## config.mk

```make
export PLATFORM = sky130hd
export DESIGN_NAME = signed_integer_to_radix_text
export DESIGN_NICKNAME = d
export VERILOG_FILES = /design/src/rtl/rsx_pkg.sv /design/src/rtl/rsx_ram.sv /design/src/rtl/rsx_front.sv /design/src/rtl/rsx_back.sv /design/src/rtl/signed_integer_to_radix_text.sv
export VERILOG_INCLUDE_DIRS = /design/src /design/src/rtl
export SDC_FILE = /design/constraint.sdc
export NUM_CORES = 1
export LEC_CHECK = 0
export ABC_AREA = 1
export BUFFER_PORTS_ARGS = -buffer_cell sky130_fd_sc_hd__buf_2
export CORE_MARGIN = 2
export CORE_UTILIZATION = 40
export DETAILED_ROUTE_END_ITERATION = 8
export SLEW_MARGIN = 40
export SYNTH_ARGS = -nofsm -noshare
export SYNTH_HDL_FRONTEND = slang
export SYNTH_SLANG_ARGS = --single-unit
```

## constraint.sdc

```tcl
create_clock -name clk -period 17 [get_ports clk]
set_input_delay 0.85 -clock clk [delete_from_list [all_inputs] [get_ports clk]]
set_output_delay 0.85 -clock clk [all_outputs]
set_load 0.01 [all_outputs]
```

## src/rtl/assert_macros.svh

```systemverilog
// Assertion helpers used by the RTL top level.
`ifndef ASSERT_MACROS_SVH
`define ASSERT_MACROS_SVH

// Same-cycle implication, disabled during reset.
`define ASSERT_IMPLIES(label, clk, rst, ante, cons) \
  label: assert property (@(posedge clk) disable iff (rst) (ante) |-> (cons)) \
    else $error("assertion failed: implication");

// Next-cycle implication, disabled during reset.
`define ASSERT_NEXT(label, clk, rst, ante, cons) \
  label: assert property (@(posedge clk) disable iff (rst) (ante) |=> (cons)) \
    else $error("assertion failed: next-cycle implication");

`endif

```

## src/rtl/rsx_pkg.sv

```systemverilog
`timescale 1ns / 1ps
`default_nettype none

package rsx_pkg;

  localparam logic [5:0] RADIX_MIN   = 6'd2;
  localparam logic [5:0] RADIX_MAX   = 6'd36;
  localparam logic [5:0] DIGIT_LIMIT = 6'd36;
  localparam logic [5:0] DEC_DIGITS  = 6'd10;
  localparam logic [6:0] MINUS_CHAR  = 7'h2d;
  localparam logic [6:0] NUL_CHAR    = 7'h00;
  localparam logic [6:0] ZERO_CHAR   = 7'h30;
  localparam logic [6:0] ALPHA_CHAR  = 7'h61;
  localparam logic       REG_RADIX   = 1'b0;

  // Per-number control carried through the queue.
  typedef struct packed {
    logic       neg;
    logic       bad;
    logic [5:0] radix;
  } rsx_job_t;

  // Digit value to lower-case ASCII; out-of-range values give '0'.
  function automatic logic [6:0] digit_char(input logic [5:0] d);
    logic [6:0] ch;
    if (d < DEC_DIGITS) begin
      ch = ZERO_CHAR + {1'b0, d};
    end else if (d < DIGIT_LIMIT) begin
      ch = ALPHA_CHAR + {1'b0, d - DEC_DIGITS};
    end else begin
      ch = ZERO_CHAR;
    end
    return ch;
  endfunction

endpackage

`default_nettype wire

```

## src/rtl/rsx_ram.sv

```systemverilog
`timescale 1ns / 1ps
`default_nettype none

module rsx_ram #(
  parameter int WIDTH = 6,
  parameter int DEPTH = 32
) (
  input  wire logic                     clk,
  input  wire logic                     we,
  input  wire logic [$clog2(DEPTH)-1:0] waddr,
  input  wire logic [WIDTH-1:0]         wdata,
  input  wire logic                     re,
  input  wire logic [$clog2(DEPTH)-1:0] raddr,
  output logic      [WIDTH-1:0]         rdata
);

  logic [WIDTH-1:0] mem [DEPTH];

  always_ff @(posedge clk) begin
    if (we) begin
      mem[waddr] <= wdata;
    end
    if (re) begin
      rdata <= mem[raddr];
    end
  end

endmodule

`default_nettype wire

```

## src/rtl/rsx_front.sv

```systemverilog
`timescale 1ns / 1ps
`default_nettype none

module rsx_front import rsx_pkg::*; #(
  parameter int VALUE_BITS = 32
) (
  input  wire logic                  clk,
  input  wire logic                  rst,
  input  wire logic                  s_tvalid,
  output logic                       s_tready,
  input  wire logic [31:0]           s_tdata,
  input  wire logic [5:0]            radix,
  output logic                       q_valid,
  input  wire logic                  q_ready,
  output logic      [VALUE_BITS-1:0] q_mag,
  output rsx_job_t                   q_job
);

  logic [VALUE_BITS-1:0] raw;
  logic [VALUE_BITS-1:0] mag_in;
  rsx_job_t              job_in;

  logic [VALUE_BITS-1:0] mag_mem [2];
  rsx_job_t              job_mem [2];
  logic                  wr_ptr;
  logic                  rd_ptr;
  logic [1:0]            fill;
  logic                  push;
  logic                  pop;

  // Classify: sign, radix validity, magnitude (most negative value wraps to itself, read unsigned).
  always_comb begin
    raw          = VALUE_BITS'(s_tdata);
    job_in.neg   = raw[VALUE_BITS-1];
    job_in.bad   = (radix < RADIX_MIN) || (radix > RADIX_MAX);
    job_in.radix = radix;
    mag_in       = job_in.neg ? (~raw + 1'b1) : raw;
  end

  assign s_tready = (fill != 2'd2);
  assign q_valid  = (fill != 2'd0);
  assign push     = s_tvalid && s_tready;
  assign pop      = q_valid && q_ready;
  assign q_mag    = mag_mem[rd_ptr];
  assign q_job    = job_mem[rd_ptr];

  always_ff @(posedge clk) begin
    if (push) begin
      mag_mem[wr_ptr] <= mag_in;
      job_mem[wr_ptr] <= job_in;
    end
  end

  always_ff @(posedge clk) begin
    if (rst) begin
      wr_ptr <= 1'b0;
      rd_ptr <= 1'b0;
      fill   <= 2'd0;
    end else begin
      if (push) begin
        wr_ptr <= ~wr_ptr;
      end
      if (pop) begin
        rd_ptr <= ~rd_ptr;
      end
      fill <= fill + {1'b0, push} - {1'b0, pop};
    end
  end

endmodule

`default_nettype wire

```

## src/rtl/rsx_back.sv

```systemverilog
`timescale 1ns / 1ps
`default_nettype none

module rsx_back import rsx_pkg::*; #(
  parameter int VALUE_BITS = 32
) (
  input  wire logic                  clk,
  input  wire logic                  rst,
  input  wire logic                  q_valid,
  output logic                       q_ready,
  input  wire logic [VALUE_BITS-1:0] q_mag,
  input  rsx_job_t                   q_job,
  output logic                       m_tvalid,
  input  wire logic                  m_tready,
  output logic      [7:0]            m_tdata,
  output logic                       m_tlast
);

  localparam int STEP_BITS = 8;
  localparam int NSTEPS    = (VALUE_BITS + STEP_BITS - 1) / STEP_BITS;
  localparam int PAD_BITS  = NSTEPS * STEP_BITS;
  localparam int STEP_W    = (NSTEPS > 1) ? $clog2(NSTEPS) : 1;
  localparam int CNT_W     = $clog2(VALUE_BITS + 1);
  localparam int ADDR_W    = $clog2(VALUE_BITS);

  typedef enum logic [1:0] {IDLE, DIV, EMIT, FIN} state_t;

  state_t              state;
  logic [PAD_BITS-1:0] sh;
  logic [PAD_BITS-1:0] sh_next;
  logic [6:0]          rem;
  logic [6:0]          rem_next;
  logic [5:0]          radix_r;
  logic [STEP_W-1:0]   step;
  logic [CNT_W-1:0]    cnt;
  logic [CNT_W-1:0]    cnt_dec;
  logic                sign;
  logic                pend;
  logic                step_last;
  logic                slot_free;
  logic                rd_issue;
  logic                beat_load;
  logic [5:0]          rd_data;

  // One radix-digit division: STEP_BITS quotient bits per cycle, restoring.
  always_comb begin
    rem_next = rem;
    sh_next  = sh;
    for (int i = 0; i < STEP_BITS; i++) begin
      rem_next = {rem_next[5:0], sh_next[PAD_BITS-1]};
      sh_next  = {sh_next[PAD_BITS-2:0], 1'b0};
      if (rem_next >= {1'b0, radix_r}) begin
        rem_next   = rem_next - {1'b0, radix_r};
        sh_next[0] = 1'b1;
      end
    end
  end

  assign step_last = (step == STEP_W'(NSTEPS - 1));
  assign slot_free = !m_tvalid || m_tready;
  assign cnt_dec   = cnt - 1'b1;
  assign q_ready   = (state == IDLE);
  // Prefetch next stack entry; read data holds while no read is issued.
  assign rd_issue  = (state == EMIT) && (!pend || (!sign && slot_free && (cnt != '0)));
  // A new beat goes into the output register this cycle.
  assign beat_load = slot_free && (((state == EMIT) && (sign || pend)) || (state == FIN));

  rsx_ram #(
    .WIDTH (6),
    .DEPTH (VALUE_BITS)
  ) u_stack (
    .clk   (clk),
    .we    ((state == DIV) && step_last),
    .waddr (cnt[ADDR_W-1:0]),
    .wdata (rem_next[5:0]),
    .re    (rd_issue),
    .raddr (cnt_dec[ADDR_W-1:0]),
    .rdata (rd_data)
  );

  always_ff @(posedge clk) begin
    if (rst) begin
      state    <= IDLE;
      m_tvalid <= 1'b0;
      pend     <= 1'b0;
      sign     <= 1'b0;
      cnt      <= '0;
    end else begin
      if (m_tvalid && m_tready && !beat_load) begin
        m_tvalid <= 1'b0;
      end
      if (rd_issue) begin
        cnt <= cnt_dec;
      end
      unique case (state)
        IDLE: begin
          if (q_valid) begin
            if (q_job.bad) begin
              state <= FIN;
            end else begin
              sh      <= PAD_BITS'(q_mag);
              radix_r <= q_job.radix;
              sign    <= q_job.neg;
              rem     <= '0;
              step    <= '0;
              cnt     <= '0;
              state   <= DIV;
            end
          end
        end
        DIV: begin
          sh   <= sh_next;
          rem  <= rem_next;
          step <= step + 1'b1;
          if (step_last) begin
            step <= '0;
            rem  <= '0;
            cnt  <= cnt + 1'b1;
            if (sh_next == '0) begin
              pend  <= 1'b0;
              state <= EMIT;
            end
          end
        end
        EMIT: begin
          if (!pend) begin
            pend <= 1'b1;
            if (sign && slot_free) begin
              m_tvalid <= 1'b1;
              m_tdata  <= {1'b0, MINUS_CHAR};
              m_tlast  <= 1'b0;
              sign     <= 1'b0;
            end
          end else if (sign) begin
            if (slot_free) begin
              m_tvalid <= 1'b1;
              m_tdata  <= {1'b0, MINUS_CHAR};
              m_tlast  <= 1'b0;
              sign     <= 1'b0;
            end
          end else if (slot_free) begin
            m_tvalid <= 1'b1;
            m_tdata  <= {1'b0, digit_char(rd_data)};
            m_tlast  <= 1'b0;
            if (cnt == '0) begin
              pend  <= 1'b0;
              state <= FIN;
            end
          end
        end
        FIN: begin
          if (slot_free) begin
            m_tvalid <= 1'b1;
            m_tdata  <= {1'b0, NUL_CHAR};
            m_tlast  <= 1'b1;
            state    <= IDLE;
          end
        end
        default: state <= IDLE;
      endcase
    end
  end

endmodule

`default_nettype wire

```

## src/rtl/signed_integer_to_radix_text.sv

```systemverilog
// Channel  Dir  Beat contents
// s_*      in   tdata[31:0] number (two's complement)
// m_*      out  tdata[6:0] text_char, tdata[7] zero; tlast final_char
// APB      in   radix at byte address 0 (bits 5:0)
//
// Each digit is one full pass of the shared restoring divider over the
// magnitude; the characters then leave at one per cycle through the digit
// stack RAM while m_tready is high.
// A two-entry queue lets new numbers be taken while the back end works.
// rst is synchronous and clears control state; the digit stack needs no clear.
// Output stalls hold the back end in EMIT or FIN; the queue then fills and drops s_tready.
`timescale 1ns / 1ps
`default_nettype none
`include "assert_macros.svh"

module signed_integer_to_radix_text import rsx_pkg::*; #(
  parameter int VALUE_BITS = 32
) (
  input  wire logic        clk,
  input  wire logic        rst,
  input  wire logic        s_tvalid,
  output logic             s_tready,
  input  wire logic [31:0] s_tdata,   // [31:0] number
  output logic             m_tvalid,
  input  wire logic        m_tready,
  output logic      [7:0]  m_tdata,   // [6:0] text_char, [7] zero
  output logic             m_tlast,
  input  wire logic        psel,
  input  wire logic        penable,
  input  wire logic        pwrite,
  input  wire logic [2:0]  paddr,
  input  wire logic [31:0] pwdata,
  output logic      [31:0] prdata,
  output logic             pready
);

  logic                  cfg_wr;
  logic [5:0]            radix;
  logic                  q_valid;
  logic                  q_ready;
  logic [VALUE_BITS-1:0] q_mag;
  rsx_job_t              q_job;
  logic                  q_pop_bad;
  logic                  q_radix_bad;

  assign pready = 1'b1;
  assign cfg_wr = psel && penable && pwrite && pready && (paddr[2] == REG_RADIX);
  assign prdata = (paddr[2] == REG_RADIX) ? {26'd0, radix} : 32'd0;

  always_ff @(posedge clk) begin
    if (rst) begin
      radix <= 6'd10;
    end else if (cfg_wr) begin
      radix <= pwdata[5:0];
    end
  end

  rsx_front #(
    .VALUE_BITS (VALUE_BITS)
  ) u_front (
    .clk      (clk),
    .rst      (rst),
    .s_tvalid (s_tvalid),
    .s_tready (s_tready),
    .s_tdata  (s_tdata),
    .radix    (radix),
    .q_valid  (q_valid),
    .q_ready  (q_ready),
    .q_mag    (q_mag),
    .q_job    (q_job)
  );

  rsx_back #(
    .VALUE_BITS (VALUE_BITS)
  ) u_back (
    .clk      (clk),
    .rst      (rst),
    .q_valid  (q_valid),
    .q_ready  (q_ready),
    .q_mag    (q_mag),
    .q_job    (q_job),
    .m_tvalid (m_tvalid),
    .m_tready (m_tready),
    .m_tdata  (m_tdata),
    .m_tlast  (m_tlast)
  );

  assign q_pop_bad   = q_valid && q_ready && q_job.bad;
  assign q_radix_bad = (q_job.radix < RADIX_MIN) || (q_job.radix > RADIX_MAX);

  `ASSERT_IMPLIES(a_last_is_nul, clk, rst, m_tvalid && m_tlast, m_tdata == 8'd0)
  `ASSERT_IMPLIES(a_body_not_nul, clk, rst, m_tvalid && !m_tlast, m_tdata[6:0] != NUL_CHAR)
  `ASSERT_NEXT(a_radix_write, clk, rst, cfg_wr, radix == $past(pwdata[5:0]))
  `ASSERT_IMPLIES(a_bad_job_no_digits, clk, rst, q_pop_bad, q_radix_bad)

endmodule

`default_nettype wire

```

==> metrics.txt, run 1 <==
outcome=completed; critical path class=reg2reg; final period demand of the worst path=15.23 ns; Vias=12,635; ys flop type=edfxtp_1; largest family of logic cells by synthesized area=simple AND/OR/NAND/NOR gates; WL final=42,400 microns; Chip Height=216 microns; most frequent cell on the critical path=nand2_1; die area=46,700 sq um; detailed-placement wirelength estimate=27,800 microns; P&R area growth vs syn=12.2%; Max Cap Viol=0; vias per cell=5.26; final period utilization=0.896; layout cells sized above 1=0.101; CTS Buf Count=38; Synth Cell Area=18,000 sq um; synthesized netlist cell count=1,725; largest net degree at the start of global routing=100; Worst path slowest cell=edfxtp_1; H-tree level count=2; dpl ws=1.85 ns; initial core utilization=0.406; R2R Setup Slk=1.77 ns; Die Wd=216 microns; Avg WL per Cell=17.6 microns; Setup TNS Final=0 ns; Adder-Cell Fraction of Synth Area=0.0555; worst hold slack=0.450 ns; worst relative slew slack=0.507; Crit. End Element=register; post-synthesis compound-gate area fraction=0.116; R2R Path Start=u_back.radix_r[1]$_DFFE_PP_; final net count=1,929; total congestion overflow=0; worst-path maximum fanout=32; Setup Viol. Count Final=0; biggest area consumer among synthesized cells=edfxtp_1; # hold bufs at CTS=0; RSZ-0062 raised after global routing=false; first-pass GRT wire length=66,800 microns; Synth Area in XOR/XNOR=0.0311; warnings from Yosys=0; Cell Area, Placed=18,900 sq um; Core ar.=44,300 sq um; top cells by area, synth=edfxtp_1 (55%), nor2_1 (5.6%), nand2_1 (5.0%); Yosys reg bits=354; EDFF count, synth=332; FP Rows=77; achievable frequency=0.0657 GHz; cts repair resizes=0; Placer Congestion=0.831; clock sinks=354; Netlist cell types=56; gr usage total=0.181; asr flop ratio synth=0; Crit path max-delay family=compound AO/OA/AOI/OAI gates; post-synthesis mux area share=0.0106; post-CTS setup repair buffer count=0; Req. time, crit path=17.24 ns; vias in the first global route=12,182; PortBufs=61; syn avg cell area=10.4 sq um; Worst-Skew Late Latency=0.54 ns; Initial DRC Count=1,100; Final Cell Area=20,200 sq um; Synth top area share=0.554; clk buf depth=3; Ports=118; crit path buf inv count=8; CTS clk-pin slew, worst paths=0.06 ns; Slew Viols, Final=0; Crit path arrival time=15.47 ns; CTS tree=done; Worst Skew=0.0170 ns; Detail Route Antenna Nets=0; CP Launch Point=u_back.radix_r[1]$_DFFE_PP_; Pre-antenna DRT Iters=7; Hold Path Class=reg2reg; Clk Tree Root Cell=clkbuf_16; drt drc=0; most frequent cells in the layout=edfxtp_1 (332), nor2_1 (264), nand2_1 (238), inv_1 (139), a21oi_1 (107); Synth Area in Simple Gates=0.153; sequential fraction of the synthesis area=0.578; CP max stage delay=0.76 ns; Setup WS post-layout=1.77 ns; final hold vios=0; initial antenna violation count=0; commonest non-fill, non-tap cell in the layout=edfxtp_1; hold_sp=u_front.rd_ptr$_SDFFE_PP0P_; crit start category=register; Slew @ Worst Pin=0.740 ns
==> metrics by stage <==
stage          instances   util
2_1_floorplan       1751      -
3_3_place_gp        2330  0.425
3_5_place_dp        2332  0.426
4_1_cts             2400  0.456
5_1_grt             2400  0.456
6_report            2401  0.456
==> synth_stat cells (all sizes together), types with 3 or more instances <==
master,n
xor2,39
mux2i,19
o31ai,6
nand3b,4
clkbuf,49
o221ai,19
o22ai,7
o21ai,118
o211ai,24
fa,8
a21oi,109
o21a,5
o21bai,5
nand4,15
inv,149
buf,36
ha,67
nand3,51
a221oi,3
a31oi,10
nor2,273
nor3b,5
dfxtp,22
nor4,9
nand2,248
edfxtp,332
xnor2,25
or2,5
nor3,19
o32ai,29
==> registers in the layout (all words and copies together) (netlist names), named ones only <==
name                  count
u_front.wr_ptr            1
u_front.rd_ptr            1
u_front.fill              2
u_back.step               2
u_back.m_tvalid           1
u_front.mag_mem          64
u_back.pend               1
u_back.rem                6
u_front.job_mem          16
u_back.m_tdata            7
u_back.sh                32
u_back.sign               1
u_back.state              2
u_back.u_stack.mem      192
radix                     6
u_back.cnt                6
u_back.m_tlast            1
u_back.radix_r            6
u_back.u_stack.rdata      6
==> layout make-up <==
| class | count | area [sq um] |
|---|---|---|
| clock buffers | 48 | 1040 |
| flip-flops and latches | 354 | 10400 |
| clock inverters | 20 | 270 |
| multi-input cells | 1161 | 6730 |
| inverters | 151 | 567 |
| diodes | 1 | 2.50 |
| well taps | 592 | 741 |
| fillers | 4100 | 24100 |
| repair buffers | 74 | 440 |
==> cells by family after synthesis <==
family | Yosys count
AOI/OAI and AO/OA | 342
DFF | 354
muxes | 19
other | 2
buffers and inverters | 236
adders and majority gates | 75
and+or+nand+nor | 633
xor gates and xnor gates | 64
==> routing by layer <==
layer,vias to the layer above,track usage,part of all wire
li1,6137,-,-
met3,45,0.0326,0.062
met2,381,0.285,0.45
met5,-,0,0
met4,0,0.0441,0.017
met1,6072,0.260,0.47
==> final timing paths <==
| kind | to | depth (start not counted) |
|---|---|---|
| worst min register to register | register | 1 |
| worst max register to register | u_back.u_stack.mem[10][4]$_DFFE_PP_ | 80 |
| worst max-delay path | u_back.u_stack.mem[10][4]$_DFFE_PP_ | 80 |
| worst min-delay path | register | 1 |
Power of run 1 is left out: the tool's default activity adds up to more than one toggle a clock period on the data nets, which glitch-free logic cannot reach.
==> inputs of run 2 (changes only) <==
--- a/config.mk
+++ b/config.mk
@@ -9,4 +9,5 @@
 export ABC_AREA = 1
 export BUFFER_PORTS_ARGS = -buffer_cell sky130_fd_sc_hd__buf_2
+export CORE_ASPECT_RATIO = 2
 export CORE_MARGIN = 2
 export CORE_UTILIZATION = 40
==> constraint.sdc (replaced) <==
create_clock -name clk -period 17 [get_ports clk]
set_input_delay 0.85 -clock clk [delete_from_list [all_inputs] [get_ports clk]]
set_output_delay 0.85 -clock clk [all_outputs]
set_load 0.005 [all_outputs]
==> run 2 against run 1 <==
Via count decreased by 2.3%. Core utilization is 1.1 points lower. Clock skew increased by 0.0031 ns. Highest routed layer unchanged. Final area is 1.6% lower. Critical path depth grew 1. Cell count shrank 1.6%. Die area up 0.22%. Worst setup slack gained 0.14 ns. Clock-buffer cell count down 4. Critical endpoint is now u_back.u_stack.mem[13][3]$_DFFE_PP_.
==> metrics.txt, run 2 (synthesis results as in run 1) <==
outcome=completed; met3 WL=1720 microns; clock sinks=354; drt drc=0; final hold vios=0; Ports=118; Max Cap Viol=0; Clk Tree Root Cell=clkbuf_16; hold_sp=radix[2]$_SDFFE_PP0P_; Slew @ Worst Pin=0.678 ns; FP Rows=110; WL final=40,300 microns; H-tree level count=2; Placer Congestion=0.862; fillers=4,194; crit start category=register; final period utilization=0.888; Hold Path Class=reg2reg; RSZ-0062 raised after global routing=false; Req. time, crit path=17.26 ns; Worst-Skew Late Latency=0.54 ns; CTS tree=done; Worst path slowest cell=edfxtp_1; achievable frequency=0.0663 GHz; wire length on met2=19,300 microns; # hold bufs at CTS=0; clk buf depth=3; CTS clk-pin slew, worst paths=0.07 ns; Critical Path End=u_back.u_stack.mem[13][3]$_DFFE_PP_; number of diodes=0; Worst Skew=0.0200 ns; Vias=12,347; CP Launch Point=u_back.radix_r[1]$_DFFE_PP_; Chip Height=304 microns; initial antenna violation count=0; Crit Reg-Reg Endpoint=u_back.u_stack.mem[13][3]$_DFFE_PP_; Avg WL per Cell=17.1 microns; P&R area growth vs syn=10.5%; Regs by FF count=u_back.u_stack.mem (192), u_front.mag_mem (64), u_back.sh (32); critical path class=reg2reg; R2R Path Start=u_back.radix_r[1]$_DFFE_PP_; Initial DRC Count=869; post-CTS setup repair buffer count=0; CTS Buf Count=34; worst-path maximum fanout=32; final net count=1,926; Die Wd=154 microns; commonest non-fill, non-tap cell in the layout=edfxtp_1; largest net degree at the start of global routing=99; FF-to-FF path depth=81; first-pass GRT wire length=64,700 microns; cts repair resizes=0; final period demand of the worst path=15.09 ns; layout cells sized above 1=0.0988; Core ar.=44,700 sq um; vias per cell=5.23; Setup TNS Final=0 ns; worst relative slew slack=0.544; PortBufs=61; Crit path arrival time=15.34 ns; Setup Viol. Count Final=0; initial core utilization=0.402; Pre-antenna DRT Iters=5; die area=46,800 sq um; gr usage total=0.173; Crit. End Element=register; most frequent cells in the layout=edfxtp_1 (332), nor2_1 (264), nand2_1 (238), inv_1 (140), a21oi_1 (107); CP max stage delay=0.76 ns; detailed-placement wirelength estimate=26,600 microns; Top Metal Used=met4; register name with the most flops=u_back.u_stack.mem; total congestion overflow=0; Detail Route Antenna Nets=0; Slew Viols, Final=0; max reg flops=192; wire length on met1=18,400 microns; most frequent cell on the critical path=nand2_1; R2R Setup Slk=1.91 ns; vias in the first global route=11,966
## run 2: changes by cell type in the layout (fill, tap and decap cells not counted), moves of 3 or more
cell,previous run,this run
clkinv_1,11,8
clkinv_2,2,5
bufinv_16,7,1
buf_4,9,12
clkbuf_16,40,35
## run 2: worst min path at each step
stage	endpoint	cells after the start
3_5_place_dp	u_front.job_mem[0][2]$_DFFE_PP_	0
4_1_cts	u_front.job_mem[1][2]$_DFFE_PP_	0
3_3_place_gp	u_front.job_mem[1][0]$_DFFE_PP_	0
2_1_floorplan	u_front.job_mem[0][0]$_DFFE_PP_	0
6_report	u_front.job_mem[0][2]$_DFFE_PP_	0
5_1_grt	u_front.job_mem[0][0]$_DFFE_PP_	0
## run 2: critical path, delay by kind of cell, from the launching register on
| family | cells | cell delay (ns) |
|---|---|---|
| flops | 1 | 0.76 |
| compound gates | 33 | 5.70 |
| buf+inv | 9 | 2.03 |
| fa+ha+maj | 8 | 2.66 |
| simple gates | 31 | 3.57 |
## run 2: cell type report
type	instances	area (sq um)	share of cell area
sequential	354	10400	0.524
inverter	151	567	0.0285
clock inverter	17	133	0.00667
tap	560	701	0.0352
timing repair buffer	75	418	0.0210
multi-input combinational	1161	6730	0.338
clock buffer	44	930	0.0467
## run 2: through the flow
stage	instances	hold WS [ns]	area, sq um	util	setup slack [ns]
detailed placement	2301	0.440	18800	0.421	1.96
floorplan	1751	0.426	18100	-	4.51
CTS	2362	0.453	19900	0.445	1.87
finish	2362	0.453	19900	0.445	1.91
global route	2362	0.466	19900	0.445	0.126
global placement	2301	0.437	18800	0.421	1.69
## run 2: layer usage
layer	up-vias	GRT usage
li1	6119	-
met1	5878	0.241
met2	296	0.285
met3	54	0.0187
met4	0	0.0554
met5	-	0
Power of run 2 is left out for the same reason.
